[config.mk]
export PLATFORM = sky130hd
export DESIGN_NAME = chr_ctrl
export DESIGN_NICKNAME = d
export VERILOG_FILES = /design/src/rtl/chr_pkg.sv /design/src/rtl/chr_ctrl.sv
export SDC_FILE = /design/constraint.sdc
export NUM_CORES = 1
export LEC_CHECK = 0
export BUFFER_PORTS_ARGS = -buffer_cell sky130_fd_sc_hd__clkbuf_2
export CAP_MARGIN = 15
export CORE_MARGIN = 2
export CORE_UTILIZATION = 45
export DETAILED_ROUTE_END_ITERATION = 8
export PLACE_DENSITY = 0.78
export SLEW_MARGIN = 30
export SYNTH_ARGS = -nofsm -noshare
export SYNTH_HDL_FRONTEND = slang
export SYNTH_SLANG_ARGS = --single-unit
[constraint.sdc]
create_clock -name clk_i -period 1.9 [get_ports clk_i]
set_input_delay 0.095 -clock clk_i [delete_from_list [all_inputs] [get_ports clk_i]]
set_output_delay 0.095 -clock clk_i [all_outputs]
set_load 0.02 [all_outputs]
[src/rtl/chr_pkg.sv]
// ----------------------------------------------------------------------------
// chr_pkg: shared types, constants and hash helpers for the hash ring
// Holds the controller/datapath command and status words, the result codes
// and the FNV-1a byte step and finishing mix.
// ----------------------------------------------------------------------------
`default_nettype none

package chr_pkg;

  localparam int unsigned RING_DEPTH = 512;
  localparam int unsigned NODE_COUNT = 16;
  localparam int unsigned AW         = $clog2(RING_DEPTH);
  localparam int unsigned CW         = $clog2(RING_DEPTH + 1);
  localparam int unsigned NW         = $clog2(NODE_COUNT);
  localparam int unsigned NCW        = $clog2(NODE_COUNT + 1);
  localparam int unsigned VW         = 10;
  localparam int unsigned HW         = 32;

  localparam logic [HW-1:0] FNV_PRIME = 32'd16777619;
  localparam logic [HW-1:0] FNV_BASIS = 32'd2166136261;
  localparam logic [VW-1:0] VPN_RESET = 10'd32;

  localparam logic [7:0] CH_HASH  = 8'h23;
  localparam logic [7:0] CH_V     = 8'h56;
  localparam logic [7:0] CH_N     = 8'h4E;
  localparam logic [7:0] CH_ZERO  = 8'h30;
  localparam logic [2:0] FIN_LAST = 3'd5;
  localparam logic [2:0] SFX_FIX  = 3'd3;

  typedef enum logic [1:0] {
    ACT_LOOKUP = 2'd0,
    ACT_ADD    = 2'd1,
    ACT_REMOVE = 2'd2
  } action_e;

  typedef enum logic [2:0] {
    ST_FOUND   = 3'd0,
    ST_EMPTY   = 3'd1,
    ST_ADDED   = 3'd2,
    ST_DUP     = 3'd3,
    ST_REMOVED = 3'd4,
    ST_FAIL    = 3'd5
  } status_e;

  typedef enum logic [1:0] {
    FOP_HOLD,
    FOP_LOAD,
    FOP_SFX,
    FOP_FIN
  } fin_op_e;

  typedef enum logic [3:0] {
    S_CLEAR,
    S_IDLE,
    S_FIN_K,
    S_DISPATCH,
    S_VN_CHK,
    S_SFX,
    S_FIN_V,
    S_SCAN_V,
    S_APPLY,
    S_SCAN_LK,
    S_OUT
  } state_e;

  typedef struct packed {
    logic     accept;
    logic     clr_en;
    fin_op_e  fin_op;
    logic [2:0] step;
    logic     key_save;
    logic     scan_clr;
    logic     scan_en;
    logic     node_set;
    logic     node_clr;
    logic     vn_clr;
    logic     vn_inc;
    logic     apply_add;
    logic     apply_rem;
    logic     res_load;
    status_e  res_status;
  } cmd_t;

  typedef struct packed {
    logic clr_done;
    logic scan_done;
    logic node_here;
    logic vn_done;
    logic sfx_last;
  } sts_t;

  function automatic logic [HW-1:0] fnv_byte(logic [HW-1:0] h, logic [7:0] b);
    logic [HW-1:0] x;
    x = h ^ {{24{b[7]}}, b};
    return x * FNV_PRIME;
  endfunction

  function automatic logic [HW-1:0] fin_step(logic [HW-1:0] h, logic [2:0] k);
    logic [HW-1:0] r;
    unique case (k)
      3'd0:    r = h + (h << 13);
      3'd1:    r = h ^ HW'($signed(h) >>> 7);
      3'd2:    r = h + (h << 3);
      3'd3:    r = h ^ HW'($signed(h) >>> 17);
      3'd4:    r = h + (h << 5);
      3'd5:    r = h[HW-1] ? (HW'(0) - h) : h;
      default: r = h;
    endcase
    return r;
  endfunction

endpackage

`default_nettype wire

[src/rtl/chr_ctrl.sv]
// ----------------------------------------------------------------------------
// chr_ctrl: hash ring sequencer
// Walks each operation through key finishing, per-virtual-node hashing,
// ring scans and updates, and issues commands to the datapath.
// ----------------------------------------------------------------------------
`default_nettype none

module chr_ctrl (
  input  wire                 clk_i,
  input  wire                 rst_ni,
  input  wire                 start_i,
  input  wire                 last_byte_i,
  input  wire  [1:0]          action_i,
  input  chr_pkg::sts_t       sts_i,
  output chr_pkg::cmd_t       cmd_o,
  output logic                busy_o,
  output logic                done_o
);
  import chr_pkg::*;

  state_e     state_q, state_d;
  logic [2:0] step_q, step_d;
  logic [1:0] act_q, act_d;
  logic       is_add, is_rem;

  assign is_add = (act_q == ACT_ADD);
  assign is_rem = (act_q == ACT_REMOVE);

  always_ff @(posedge clk_i or negedge rst_ni) begin
    if (!rst_ni) begin
      state_q <= S_CLEAR;
      step_q  <= '0;
      act_q   <= ACT_LOOKUP;
    end else begin
      state_q <= state_d;
      step_q  <= step_d;
      act_q   <= act_d;
    end
  end

  always_comb begin
    state_d = state_q;
    step_d  = step_q;
    act_d   = act_q;
    unique case (state_q)
      S_CLEAR: if (sts_i.clr_done) state_d = S_IDLE;
      S_IDLE: begin
        if (start_i && last_byte_i) begin
          act_d   = action_i;
          step_d  = '0;
          state_d = S_FIN_K;
        end
      end
      S_FIN_K: begin
        if (step_q == FIN_LAST) begin
          step_d  = '0;
          state_d = S_DISPATCH;
        end else begin
          step_d = step_q + 3'd1;
        end
      end
      S_DISPATCH: begin
        if (is_add)      state_d = sts_i.node_here ? S_OUT : S_VN_CHK;
        else if (is_rem) state_d = sts_i.node_here ? S_VN_CHK : S_OUT;
        else             state_d = S_SCAN_LK;
      end
      S_VN_CHK: begin
        step_d  = '0;
        state_d = sts_i.vn_done ? S_OUT : S_SFX;
      end
      S_SFX: begin
        if (sts_i.sfx_last) begin
          step_d  = '0;
          state_d = S_FIN_V;
        end else begin
          step_d = step_q + 3'd1;
        end
      end
      S_FIN_V: begin
        if (step_q == FIN_LAST) begin
          step_d  = '0;
          state_d = S_SCAN_V;
        end else begin
          step_d = step_q + 3'd1;
        end
      end
      S_SCAN_V:  if (sts_i.scan_done) state_d = S_APPLY;
      S_APPLY:   state_d = S_VN_CHK;
      S_SCAN_LK: if (sts_i.scan_done) state_d = S_OUT;
      S_OUT:     state_d = S_IDLE;
      default:   state_d = S_IDLE;
    endcase
  end

  always_comb begin
    cmd_o            = '0;
    cmd_o.fin_op     = FOP_HOLD;
    cmd_o.step       = step_q;
    cmd_o.res_status = ST_FOUND;
    busy_o           = (state_q != S_IDLE);
    done_o           = 1'b0;
    unique case (state_q)
      S_CLEAR: cmd_o.clr_en = 1'b1;
      S_IDLE:  cmd_o.accept = start_i;
      S_FIN_K: begin
        cmd_o.fin_op   = FOP_FIN;
        cmd_o.key_save = (step_q == FIN_LAST);
      end
      S_DISPATCH: begin
        if (is_add) begin
          if (sts_i.node_here) begin
            cmd_o.res_load   = 1'b1;
            cmd_o.res_status = ST_DUP;
          end else begin
            cmd_o.node_set = 1'b1;
            cmd_o.vn_clr   = 1'b1;
          end
        end else if (is_rem) begin
          if (sts_i.node_here) begin
            cmd_o.node_clr = 1'b1;
            cmd_o.vn_clr   = 1'b1;
          end else begin
            cmd_o.res_load   = 1'b1;
            cmd_o.res_status = ST_FAIL;
          end
        end else begin
          cmd_o.scan_clr = 1'b1;
        end
      end
      S_VN_CHK: begin
        if (sts_i.vn_done) begin
          cmd_o.res_load   = 1'b1;
          cmd_o.res_status = is_add ? ST_ADDED : ST_REMOVED;
        end else begin
          cmd_o.fin_op = FOP_LOAD;
        end
      end
      S_SFX: cmd_o.fin_op = FOP_SFX;
      S_FIN_V: begin
        cmd_o.fin_op   = FOP_FIN;
        cmd_o.scan_clr = (step_q == FIN_LAST);
      end
      S_SCAN_V: cmd_o.scan_en = 1'b1;
      S_APPLY: begin
        cmd_o.apply_add = is_add;
        cmd_o.apply_rem = is_rem;
        cmd_o.vn_inc    = 1'b1;
      end
      S_SCAN_LK: begin
        cmd_o.scan_en    = 1'b1;
        cmd_o.res_load   = sts_i.scan_done;
        cmd_o.res_status = ST_FOUND;
      end
      S_OUT:   done_o = 1'b1;
      default: cmd_o = '0;
    endcase
  end

  a_done_single: assert property (@(posedge clk_i) disable iff (!rst_ni)
    done_o |=> !done_o)
    else $error("result strobe held longer than one cycle");

  a_load_then_out: assert property (@(posedge clk_i) disable iff (!rst_ni)
    cmd_o.res_load |=> done_o)
    else $error("result loaded without a strobe next cycle");

endmodule

`default_nettype wire

; Word-level counts from Yosys, hierarchy flattened
; Cells that the tools add are included.
[word_totals]
mem_bits_ro = 0
input_bits = 11
out_inout_bits = 22
latch_bits = 0
reg_bits = 9
word_cells = 77
ramBits = 0
n_memories = 0
[classes]
div = 0
multipliers = 0
n_addsub = 1
eq_ne = 21
n_reduce_logical = 9
shifts = 0
n_bitwise = 0
magnitude_cmp = 0
mux = 43
[ops]
columns = op, count
row1 = 4-bit 2-to-1 mux, 17
row2 = 4-bit case mux with 10 select lines, 1
row3 = 3-bit 2-to-1 mux, 7
row4 = 4-bit by 3-bit == test with 1-bit output (second input constant), 4
row5 = 2-bit != test (second input constant), 7
row6 = 4-bit == test (second input constant), 3
row7 = 1-bit 2-to-1 mux, 12
row8 = 3-bit case mux with 4 select lines, 1
row9 = 4-bit case mux with 3 select lines, 1
row10 = 11-bit OR reduction, 1
row11 = 4-bit by 2-bit == test with 1-bit output (second input constant), 2
row12 = 7-bit AND reduction, 1
row13 = 2-bit case mux with 3 select lines, 1
row14 = 4-bit by 1-bit == test with 1-bit output (second input constant), 1
row15 = 4-bit logical NOT, 1
row16 = 2-bit 2-to-1 mux, 2
row17 = 4-bit by 1-bit != test with 1-bit output (second input constant), 1
row18 = 2-bit AND reduction, 2
row19 = 4-bit nonzero test, 1
row20 = 2-bit OR reduction, 2
row21 = 3-bit by 1-bit adder with 3-bit output (second input constant), 1
row22 = 3-bit == test (second input constant), 1
row23 = 2-bit by 1-bit == test with 1-bit output (second input constant), 1
row24 = 2-bit == test (second input constant), 1
row25 = 2 further kinds, 2

; Longest topological paths before layout
; Gate-level depths: netlist (run 1).
[depth]
word_depth = 4
ltp_mapped = 6
ltp_nobuf = 6

; Least setup slack after synthesis (run 1)
; OpenSTA, ideal clock, no wires.
[synth_timing]
path_type = register to output
start = reg state_q[2]
end = out cmd_o[4] (netlist bit)
path_slack_ns = -0.008
path_buffers = 1
path_stages_with_launch = 4
required_time_ns = 1.805
t_arrival_ns = 1.813
cell_sequence = dfrtp_1 > buf_6 > nor4b_1 > and2_1
[synth_rtl]
columns = item, line
row1 = start: declaration, chr_ctrl.sv:21  ; state_e state_q, state_d;
row2 = start signal: assignment, chr_ctrl.sv:35  ; state_q <= state_d;
row3 = end: declaration, chr_ctrl.sv:15  ; output chr_pkg::cmd_t cmd_o,

; Worst setup path in the final report (run 1)
[layout_timing]
start = reg act_q[1]
end = reg state_q[2]
[layout_via]
elab_chain_len = 4
word_cells_on_any_way = 5
cone_classes = 2 x eq/ne / 3 x mux
[layout_lines]
columns = item, line
row1 = start: declaration, chr_ctrl.sv:23  ; logic [1:0] act_q, act_d;
row2 = start signal: assignment, chr_ctrl.sv:37  ; act_q <= act_d;
row3 = 2-bit == test, chr_ctrl.sv:27  ; assign is_rem = (act_q == ACT_REMOVE);
row4 = 4-bit 2-to-1 mux, chr_ctrl.sv:64  ; else if (is_rem) state_d = sts_i.node_here ? S_VN_CHK : S_OUT;
row5 = 4-bit 2-to-1 mux *, chr_ctrl.sv:63  ; if (is_add) state_d = sts_i.node_here ? S_OUT : S_VN_CHK;
row6 = 4-bit case mux with 10 select lines *, chr_ctrl.sv:45  ; unique case (state_q)
; Mark *: on every way between the ends. The rest lies on a longest branch, timed or not.
; A chain may end at the register's enable or synchronous reset.

==> results of run 1 <==
[report_power, final]
group | leakage, nW | total [mW] | switching (mW) | internal [mW]
clock network | 0.0150 | 0.150 | 0.0691 | 0.0809
registers | 0.107 | 0.400 | 0.110 | 0.289
logic | 0.523 | 1.73 | 0.971 | 0.763
total | 0.645 | 2.28 | 1.15 | 1.13
[layer usage]
layer / vias up / routed length (microns) / global-route usage
li1: 536 / - / -
met1: 518 / 1140 / 0.260
met2: 55 / 1500 / 0.399
met3: 17 / 201 / 0.0476
met4: 0 / 179 / 0.0901
met5: - / 0 / 0
[cell type report]
type | instances | area, sq um | share of cell area
Clock buffer | 4 | 26.3 | 0.0192
Inverter | 9 | 33.8 | 0.0247
Multi-Input combinational cell | 99 | 732 | 0.536
Sequential cell | 9 | 229 | 0.168
Tap cell | 27 | 33.8 | 0.0247
Timing Repair Buffer | 50 | 310 | 0.227
[through the flow]
step	utilization	hold WS [ns]	cell area (sq um)	cells
3_3_place_gp	0.586	-0.0326	1170	184
3_5_place_dp	0.586	-0.0303	1170	184
4_1_cts	0.628	0.0443	1260	193
2_1_floorplan	-	-0.201	971	126
5_1_grt	0.682	0.0562	1370	198
6_report	0.682	0.0353	1370	198
[what timing repair did]
action,4_1_cts,5_1_grt
hold endpoints to repair,9,0
cloned,0,0
endpoints found under the setup margin,3,8
resized for setup,7,19
setup buffers,4,5
hold buffers,1,0
pin swaps,1,2
[layout by cell type (no fill, tap or decap), types with 2 or more instances in the layout]
cell type and count:
and2_1 8, nor3_2 2, nand2b_1 2, nor2b_1 5, dfrtp_2 3, o31ai_1 2, and3b_1 2, dfrtp_1 6
a31oi_1 3, ha_4 2, clkbuf_2 30, o21a_1 4, nor2b_2 2, inv_2 2, inv_1 7, a21oi_1 9
nor2_1 9, nand3_1 2, ha_1 2, o21ai_0 6, clkbuf_4 3, buf_4 18, o22ai_1 2, nand2_1 11
[tightest hold or removal path, cell delays in order]
cell	delay, ns
clkbuf_2	0.08
nand2_1	0.04
o21ai_0	0.06
[state kept, by name (all words and copies together) (netlist names)]
register	count
act_q	2
state_q	4
step_q	3
[worst max-delay path by stage]
stage	to	slack, ns	cells past startpoint
final	state_q[2]$_DFFE_PN0P_	-0.07	7
after global routing	cmd_o[7]	-0.06	7
after CTS	cmd_o[3]	-0.03	6
after detailed placement	cmd_o[3]	0.14	6
after global placement	cmd_o[3]	0.18	7
after floorplan	cmd_o[3]	0.01	5
[kinds of logic after synthesis]
kind of cell,synth area share
muxes,0.0259
adders and majority gates,0.0519
and+or+nand+nor,0.350
AOI/OAI and AO/OA,0.249
DFF,0.233
buffers and inverters,0.0895
==> metrics.txt, run 1 <==
FP Rows=16; Syn Area/Cell=7.66 sq um; DIE HEIGHT=50.3 microns; worst path required time=2.05 ns; CTS Buffer Depth=2; ys async rst share=1.00; initial antenna violation count=0; Slew Viols, Final=0; area of the mapped netlist=965 sq um; RD Place Congestion=0.823; Post-synth EDFFs=0; wire per inst=15.3 microns; Sink Count=9; most frequent cell after synthesis=nand2_1; layout net count=187; synth warn=0; standby leakage power=0.645 nW; end of the worst register-to-register path=state_q[2]$_DFFE_PN0P_; htree depth=1; global-route wire length before repair=4.41 mm; maxcap violations=0; Final ANT Viol Nets=0; Post-synth top cells=11 x nand2_1, 10 x a21oi_1, 10 x nor2_1, 9 x dfrtp_1, 9 x inv_1; CP delay by family, top=multiplexers; Die Wd=50.3 microns; Max-slew headroom=0.706; minimum clock period=1.97 ns; Final TNS setup=-0.104 ns; die area=0.00253 sq mm; Fin. Hold Viols=0; total track usage=0.224; post-DP HPWL=1.98 mm; Net Count, Synth=141; DR DRC count=0; Critical Path Start=act_q[1]$_DFFE_PN0P_; post-route clock period utilization=1.04; number of diodes=0; clock root buffer=clkbuf_4; fin worst setup slack=-0.0702 ns; status=finished with violations; Pwr per Cell Area=1670 mW/mm^2; worst-path cell chain=buf_4 -> ha_4 -> buf_4 -> nor2b_1 -> mux2i_1 -> o21ai_0 -> mux2_4; vias in the first global route=1032; Buffers on Ports=32; Clock Latency Late Sink=0.26 ns; most used cell, CP=buf_4; CP max FO=3; RSZ-0062 raised after global routing=true; synth top area cells=dfrtp_1 23%, a21oi_1 5.2%, and2_1 5.2%; clk_skew=0.0130 ns; area grow syn2layout=41.5%; Worst Reg-to-Reg Cells=7; peak supply drop=0.000928 V; drt pass-1 iters=4; CTS Buf Count=3; Initial Util=0.482; clock slew at reported path FFs=0.07 ns; Distinct cells, synth=39; Synth top area share=0.233; Fillers=165; hold path cells=3; Ports=33; Final Setup Violations=2; Post-synth top flop=dfrtp_1; CP endpoint kind=flop; CTS tree=built; pre-CTS setup slack=0.140 ns; reg2reg setup slack=-0.07 ns; failing checks=negative setup slack; pin count of the biggest net entering global routing=15; grt ovf=0; worst slew pin tran=0.429 ns; #FFs+latches synth=9; register area share after synthesis=0.233; Core Box Area=0.00200 sq mm; Synth area leader=dfrtp_1; layout cell share with drive strength beyond 1=0.433; Initial DRC Count=34; max incr delay on CP=0.39 ns; min-delay src=action_i[0]; slowest CP cell=dfrtp_1; WL final=3.03 mm; Power, Total=2.28 mW; Synth Instances=126; DR vias=1126; startpoint class of the critical path=flop; Hold Crit Endpoint=act_q[0]$_DFFE_PN0P_; Hold Path Class=in -> reg; Fmax=508 MHz; FF-to-FF Start=act_q[1]$_DFFE_PN0P_; Critical Path AT=2.12 ns; CP Buf/Inv Count=2; vias per inst=5.69; CP Class=reg -> reg
(Power assumes the default switching activity.)
==> inputs of run 2 (changes only) <==
--- a/config.mk
+++ b/config.mk
@@ -7,10 +7,12 @@
 export LEC_CHECK = 0
 export BUFFER_PORTS_ARGS = -buffer_cell sky130_fd_sc_hd__clkbuf_2
 export CAP_MARGIN = 15
+export CELL_PAD_IN_SITES_DETAIL_PLACEMENT = 0
+export CELL_PAD_IN_SITES_GLOBAL_PLACEMENT = 1
 export CORE_MARGIN = 2
-export CORE_UTILIZATION = 45
+export CORE_UTILIZATION = 35
 export DETAILED_ROUTE_END_ITERATION = 8
-export PLACE_DENSITY = 0.78
+export PLACE_DENSITY = 0.84
 export SLEW_MARGIN = 30
 export SYNTH_ARGS = -nofsm -noshare
 export SYNTH_HDL_FRONTEND = slang
==> metrics.txt, run 2 (synthesis results as in run 1) <==
status=finished clean; post-route clock period utilization=0.958 (-0.0792); Max-slew headroom=0.777 (+0.0713); Fmax=550 MHz (+8.3%); die area=0.00319 sq mm (+26%); number of diodes=0 (unchanged); standby leakage power=0.615 nW (-4.6%); Final ANT Viol Nets=0 (unchanged); CP Class=reg -> out; Initial Util=0.359 (-0.123); Buffers on Ports=32 (unchanged); total track usage=0.186 (-0.0387); pin count of the biggest net entering global routing=16 (+1); vias per inst=5.38 (-5.4%); Clock Latency Late Sink=0.26 ns (about the same); Initial DRC Count=37 (+8.8%); Top reg by flops=state_q; Sink Count=9 (unchanged); Core Box Area=0.00269 sq mm (+34%); Die Wd=56.5 microns (+12%); Pwr per Cell Area=1680 mW/mm^2 (+0.21%); CTS Buffer Depth=2 (unchanged); worst slew pin tran=0.334 ns (-0.0954 ns); Critical Path AT=1.72 ns (-0.40 ns); CTS Buf Count=3 (unchanged); biggest regs=state_q: 4 flops, step_q: 3 flops, act_q: 2 flops; Final Setup Violations=0 (-2); CP endpoint kind=primary output; met3 routed WL=152 microns (-24%); post-DP HPWL=2.09 mm (+5.6%); CP max FO=15 (+12); peak supply drop=0.000879 V (-5.3%); metal2 WL=1.46 mm (-2.9%); global-route wire length before repair=4.75 mm (+7.7%); Hold Path Class=in -> reg; worst-path cell chain=buf_4 -> nand4bb_4 -> nor2_1 -> nand2_1 -> a21oi_1 -> clkbuf_2; DR DRC count=0 (unchanged); DIE HEIGHT=56.5 microns (+12%); Slew Viols, Final=0 (unchanged); commonest non-fill, non-tap cells in the layout=31 x clkbuf_2, 11 x nand2_1, 11 x buf_4; RD Place Congestion=0.928 (+13%); clk_skew=0.00802 ns (-0.00494 ns); Fillers=266 (+61%); Largest register FFs=4 (unchanged); met1 wire length=1.28 mm (+12%); CTS tree=built; Final TNS setup=0 ns (+0.104 ns); grt ovf=0 (unchanged); clock slew at reported path FFs=0.06 ns (about the same); vias in the first global route=1038 (+0.58%); layout cell share with drive strength beyond 1=0.380 (-0.0532); area grow syn2layout=37.1%; Top Layer Used=met4; minimum clock period=1.82 ns (-0.150 ns); maxcap violations=0 (unchanged); max incr delay on CP=0.45 ns (+0.06 ns); worst path required time=1.80 ns (-0.25 ns); layout net count=182 (-2.7%); initial antenna violation count=0 (unchanged); most common cell after layout, fill and taps aside=clkbuf_2; Power, Total=2.22 mW (-2.9%); slowest CP cell=dfrtp_2; Ports=33 (unchanged); clock root buffer=clkbuf_4; WL final=2.90 mm (-4.2%); drt pass-1 iters=4 (unchanged); wire per inst=14.7 microns (-3.7%); FP Rows=19 (+3); DR vias=1060 (-5.9%); startpoint class of the critical path=flop; Fin. Hold Viols=0 (unchanged); htree depth=1 (unchanged)
[run 2: what timing repair did]
action,4_1_cts,5_1_grt
buffers inserted,2,1
setup endpoints to repair,2,9
hold buffers,1,0
resized for setup,11,5
endpoints found under the hold margin,9,0
pin swaps,2,0
[run 2: worst max-delay path: cells and delay by family (launching register included)]
kind / cells / cell delay [ns]
AOI/OAI and AO/OA: 1 / 0.13
buffers and inverters: 2 / 0.39
and+or+nand+nor: 3 / 0.49
DFF: 1 / 0.45
[run 2: power breakdown]
part | total, mW | internal (mW) | leakage [nW] | switching, mW
clock | 0.149 | 0.0810 | 0.0150 | 0.0684
combinational | 1.67 | 0.730 | 0.493 | 0.941
sequential | 0.397 | 0.289 | 0.107 | 0.107
total | 2.22 | 1.10 | 0.615 | 1.12
[run 2: per-stage QoR]
stage | cells | worst slack, ns | utilization | hold slack, ns | cell area [sq um]
after floorplan | 126 | 0.0121 | - | -0.201 | 971
after global placement | 189 | 0.113 | 0.441 | -0.0343 | 1180
after detailed placement | 189 | 0.0723 | 0.441 | -0.0275 | 1180
after CTS | 196 | 0.0297 | 0.480 | 0.0395 | 1290
after global routing | 197 | -0.0231 | 0.492 | 0.0646 | 1320
final | 197 | 0.0802 | 0.492 | 0.0489 | 1320
[run 2: metal layers]
layer  up-vias  global-route usage
met2        33               0.316
met1       500               0.246
met5         -                   0
li1        525                   -
met3         2              0.0369
met4         0              0.0306
[run 2: final cells by class]
cell class | count | area (sq um) | area share
inverter | 9 | 33.8 | 0.0255
sequential | 9 | 229 | 0.173
multi-input combinational | 99 | 713 | 0.539
tap | 31 | 38.8 | 0.0293
clock buffer | 4 | 26.3 | 0.0199
timing repair buffer | 45 | 282 | 0.213
[run 2: final timing paths]
kind,from,to,slack (ns),cells past startpoint
setup / recovery,state_q[2]$_DFFE_PN0P_,cmd_o[2],0.08,6
hold / removal,action_i[0],act_q[0]$_DFFE_PN0P_,0.05,3
setup reg to reg,state_q[3]$_DFFE_PN0P_,state_q[2]$_DFFE_PN0P_,0.10,4
hold reg to reg,step_q[0]$_DFFE_PN0P_,step_q[0]$_DFFE_PN0P_,0.53,1
max in group asynchronous,rst_ni,state_q[2]$_DFFE_PN0P_,1.45,2
min in group asynchronous,rst_ni,step_q[2]$_DFFE_PN0P_,0.23,2
==> inputs of run 3 (changes only) <==
--- a/config.mk
+++ b/config.mk
@@ -9,7 +9,7 @@
 export CAP_MARGIN = 15
 export CELL_PAD_IN_SITES_DETAIL_PLACEMENT = 0
 export CELL_PAD_IN_SITES_GLOBAL_PLACEMENT = 1
-export CORE_MARGIN = 2
+export CORE_MARGIN = 8
 export CORE_UTILIZATION = 35
 export DETAILED_ROUTE_END_ITERATION = 8
 export PLACE_DENSITY = 0.84
==> metrics.txt, run 3 (synthesis results as in run 1) <==
status=finished clean; DIE HEIGHT=68.5 microns (+21%); most common cell after layout, fill and taps aside=clkbuf_2; Final Setup Violations=0 (unchanged); post-route clock period utilization=0.970 (+0.0118); Top reg by flops=state_q; die area=0.00469 sq mm (+47%); drt pass-1 iters=6 (+2); biggest regs=state_q: 4 flops, step_q: 3 flops, act_q: 2 flops; worst slew pin tran=0.375 ns (+0.0411 ns); Sink Count=9 (unchanged); minimum clock period=1.84 ns (+0.0224 ns); Largest register FFs=4 (unchanged); maxcap violations=0 (unchanged); CP max FO=17 (+2); Initial Util=0.359 (unchanged); peak supply drop=0.000907 V (+3.2%); commonest non-fill, non-tap cells in the layout=30 x clkbuf_2, 13 x buf_4, 11 x nand2_1; Core Box Area=0.00269 sq mm (unchanged); clk_skew=0.00154 ns (-0.00648 ns); Die Wd=68.5 microns (+21%); vias in the first global route=944 (-9.1%); clock root buffer=clkbuf_4; number of diodes=0 (unchanged); Pwr per Cell Area=1640 mW/mm^2 (-2.2%); standby leakage power=0.624 nW (+1.4%); DR vias=1044 (-1.5%); RSZ-0062 raised after global routing=true; initial antenna violation count=0 (unchanged); vias per inst=5.27 (-2.0%); clock slew at reported path FFs=0.07 ns (about the same); Ports=33 (unchanged); Critical Path AT=1.75 ns (+0.03 ns); Final ANT Viol Nets=0 (unchanged); area grow syn2layout=36.7%; grt ovf=0 (unchanged); total track usage=0.125 (-0.0610); FP Rows=19 (unchanged); DR DRC count=0 (unchanged); Fin Hold WS=0.0434 ns (-0.00556 ns); Post-Layout Cell Count=198 (+0.51%); Initial DRC Count=50 (+35%); CP Class=reg -> out; Max-slew headroom=0.749 (-0.0276); htree depth=1 (unchanged); CP endpoint kind=primary output; CTS Buffer Depth=2 (unchanged); Buffers on Ports=32 (unchanged); RD Place Congestion=0.854 (-8.0%); Slew Viols, Final=0 (unchanged); Hold Path Class=in -> reg; Clock Latency Late Sink=0.26 ns (about the same); Fin. Hold Viols=0 (unchanged); startpoint class of the critical path=flop; CTS Buf Count=3 (unchanged); CTS tree=built; Fmax=543 MHz (-1.2%); global-route wire length before repair=4.49 mm (-5.5%); layout net count=183 (+0.55%); post-DP HPWL=2.22 mm (+6.1%); DP Cell Count=188 (-0.53%); Power, Total=2.16 mW (-2.5%); worst path required time=1.80 ns (about the same); wire per inst=14.7 microns (-0.47%); pin count of the biggest net entering global routing=18 (+2); layout cell share with drive strength beyond 1=0.401 (+0.0217); WL final=2.91 mm (about the same)
## run 3: cell count changes in the layout (fill, tap and decap cells not counted), sizes merged
| cell | before | now |
|---|---|---|
| buf | 12 | 15 |
| clkbuf | 36 | 33 |
| clkinv | 0 | 1 |
## run 3: metrics by stage
stage	utilization	TNS [ns]	instance area [sq um]	setup slack [ns]
finish	0.491	0	1320	0.0578
global route	0.491	-0.0979	1320	-0.0535
CTS	0.470	0	1260	0.0217
detailed placement	0.438	0	1180	0.0593
global placement	0.438	0	1180	0.0898
floorplan	-	0	971	0.0121
## run 3: final timing paths
| kind | from | endpoint | slack, ns | cells after the start |
|---|---|---|---|---|
| min | action_i[1] | act_q[1]$_DFFE_PN0P_ | 0.04 | 3 |
| min reg2reg | step_q[0]$_DFFE_PN0P_ | step_q[0]$_DFFE_PN0P_ | 0.53 | 1 |
| max in group asynchronous | rst_ni | state_q[1]$_DFFE_PN0P_ | 1.46 | 2 |
| min in group asynchronous | rst_ni | act_q[0]$_DFFE_PN0P_ | 0.22 | 2 |
| max reg2reg | state_q[3]$_DFFE_PN0P_ | state_q[2]$_DFFE_PN0P_ | 0.12 | 4 |
| max | state_q[2]$_DFFE_PN0P_ | cmd_o[1] | 0.06 | 5 |
## run 3: cell type report
cell class	instances	area (sq um)
Clock inverter	1	5.00
Tap cell	31	38.8
Clock buffer	3	22.5
Timing Repair Buffer	46	278
Sequential cell	9	228
Fill cell	259	1370
Inverter	9	33.8
Multi-Input combinational cell	99	713
## run 3: report_power, final
group / internal (mW) / total (mW) / switching, mW
registers: 0.288 / 0.398 / 0.110
clock network: 0.0777 / 0.153 / 0.0750
logic: 0.707 / 1.61 / 0.904
total: 1.07 / 2.16 / 1.09
## run 3: layer usage
| metal | track usage | vias up | part of all wire |
|---|---|---|---|
| met5 | 0 | - | 0 |
| li1 | - | 531 | - |
| met4 | 0.0665 | 0 | 0.012 |
| met3 | 0.0291 | 2 | 0.072 |
| met2 | 0.195 | 26 | 0.49 |
| met1 | 0.155 | 485 | 0.43 |
## run 3: what timing repair did
item / CTS / global route
endpoints found under the setup margin: 2 / 9
setup buffers: 1 / 4
gates resized for setup: 10 / 9
hold endpoints to repair: 9 / 0
pin swaps: 2 / 1
hold buffers: 1 / 0
## run 3: critical path, cell delays in order (launching register included)
cell	delay, ns
dfrtp_1	0.42
buf_4	0.24
nor2b_1	0.24
nand3_1	0.18
a21boi_0	0.19
clkbuf_2	0.19
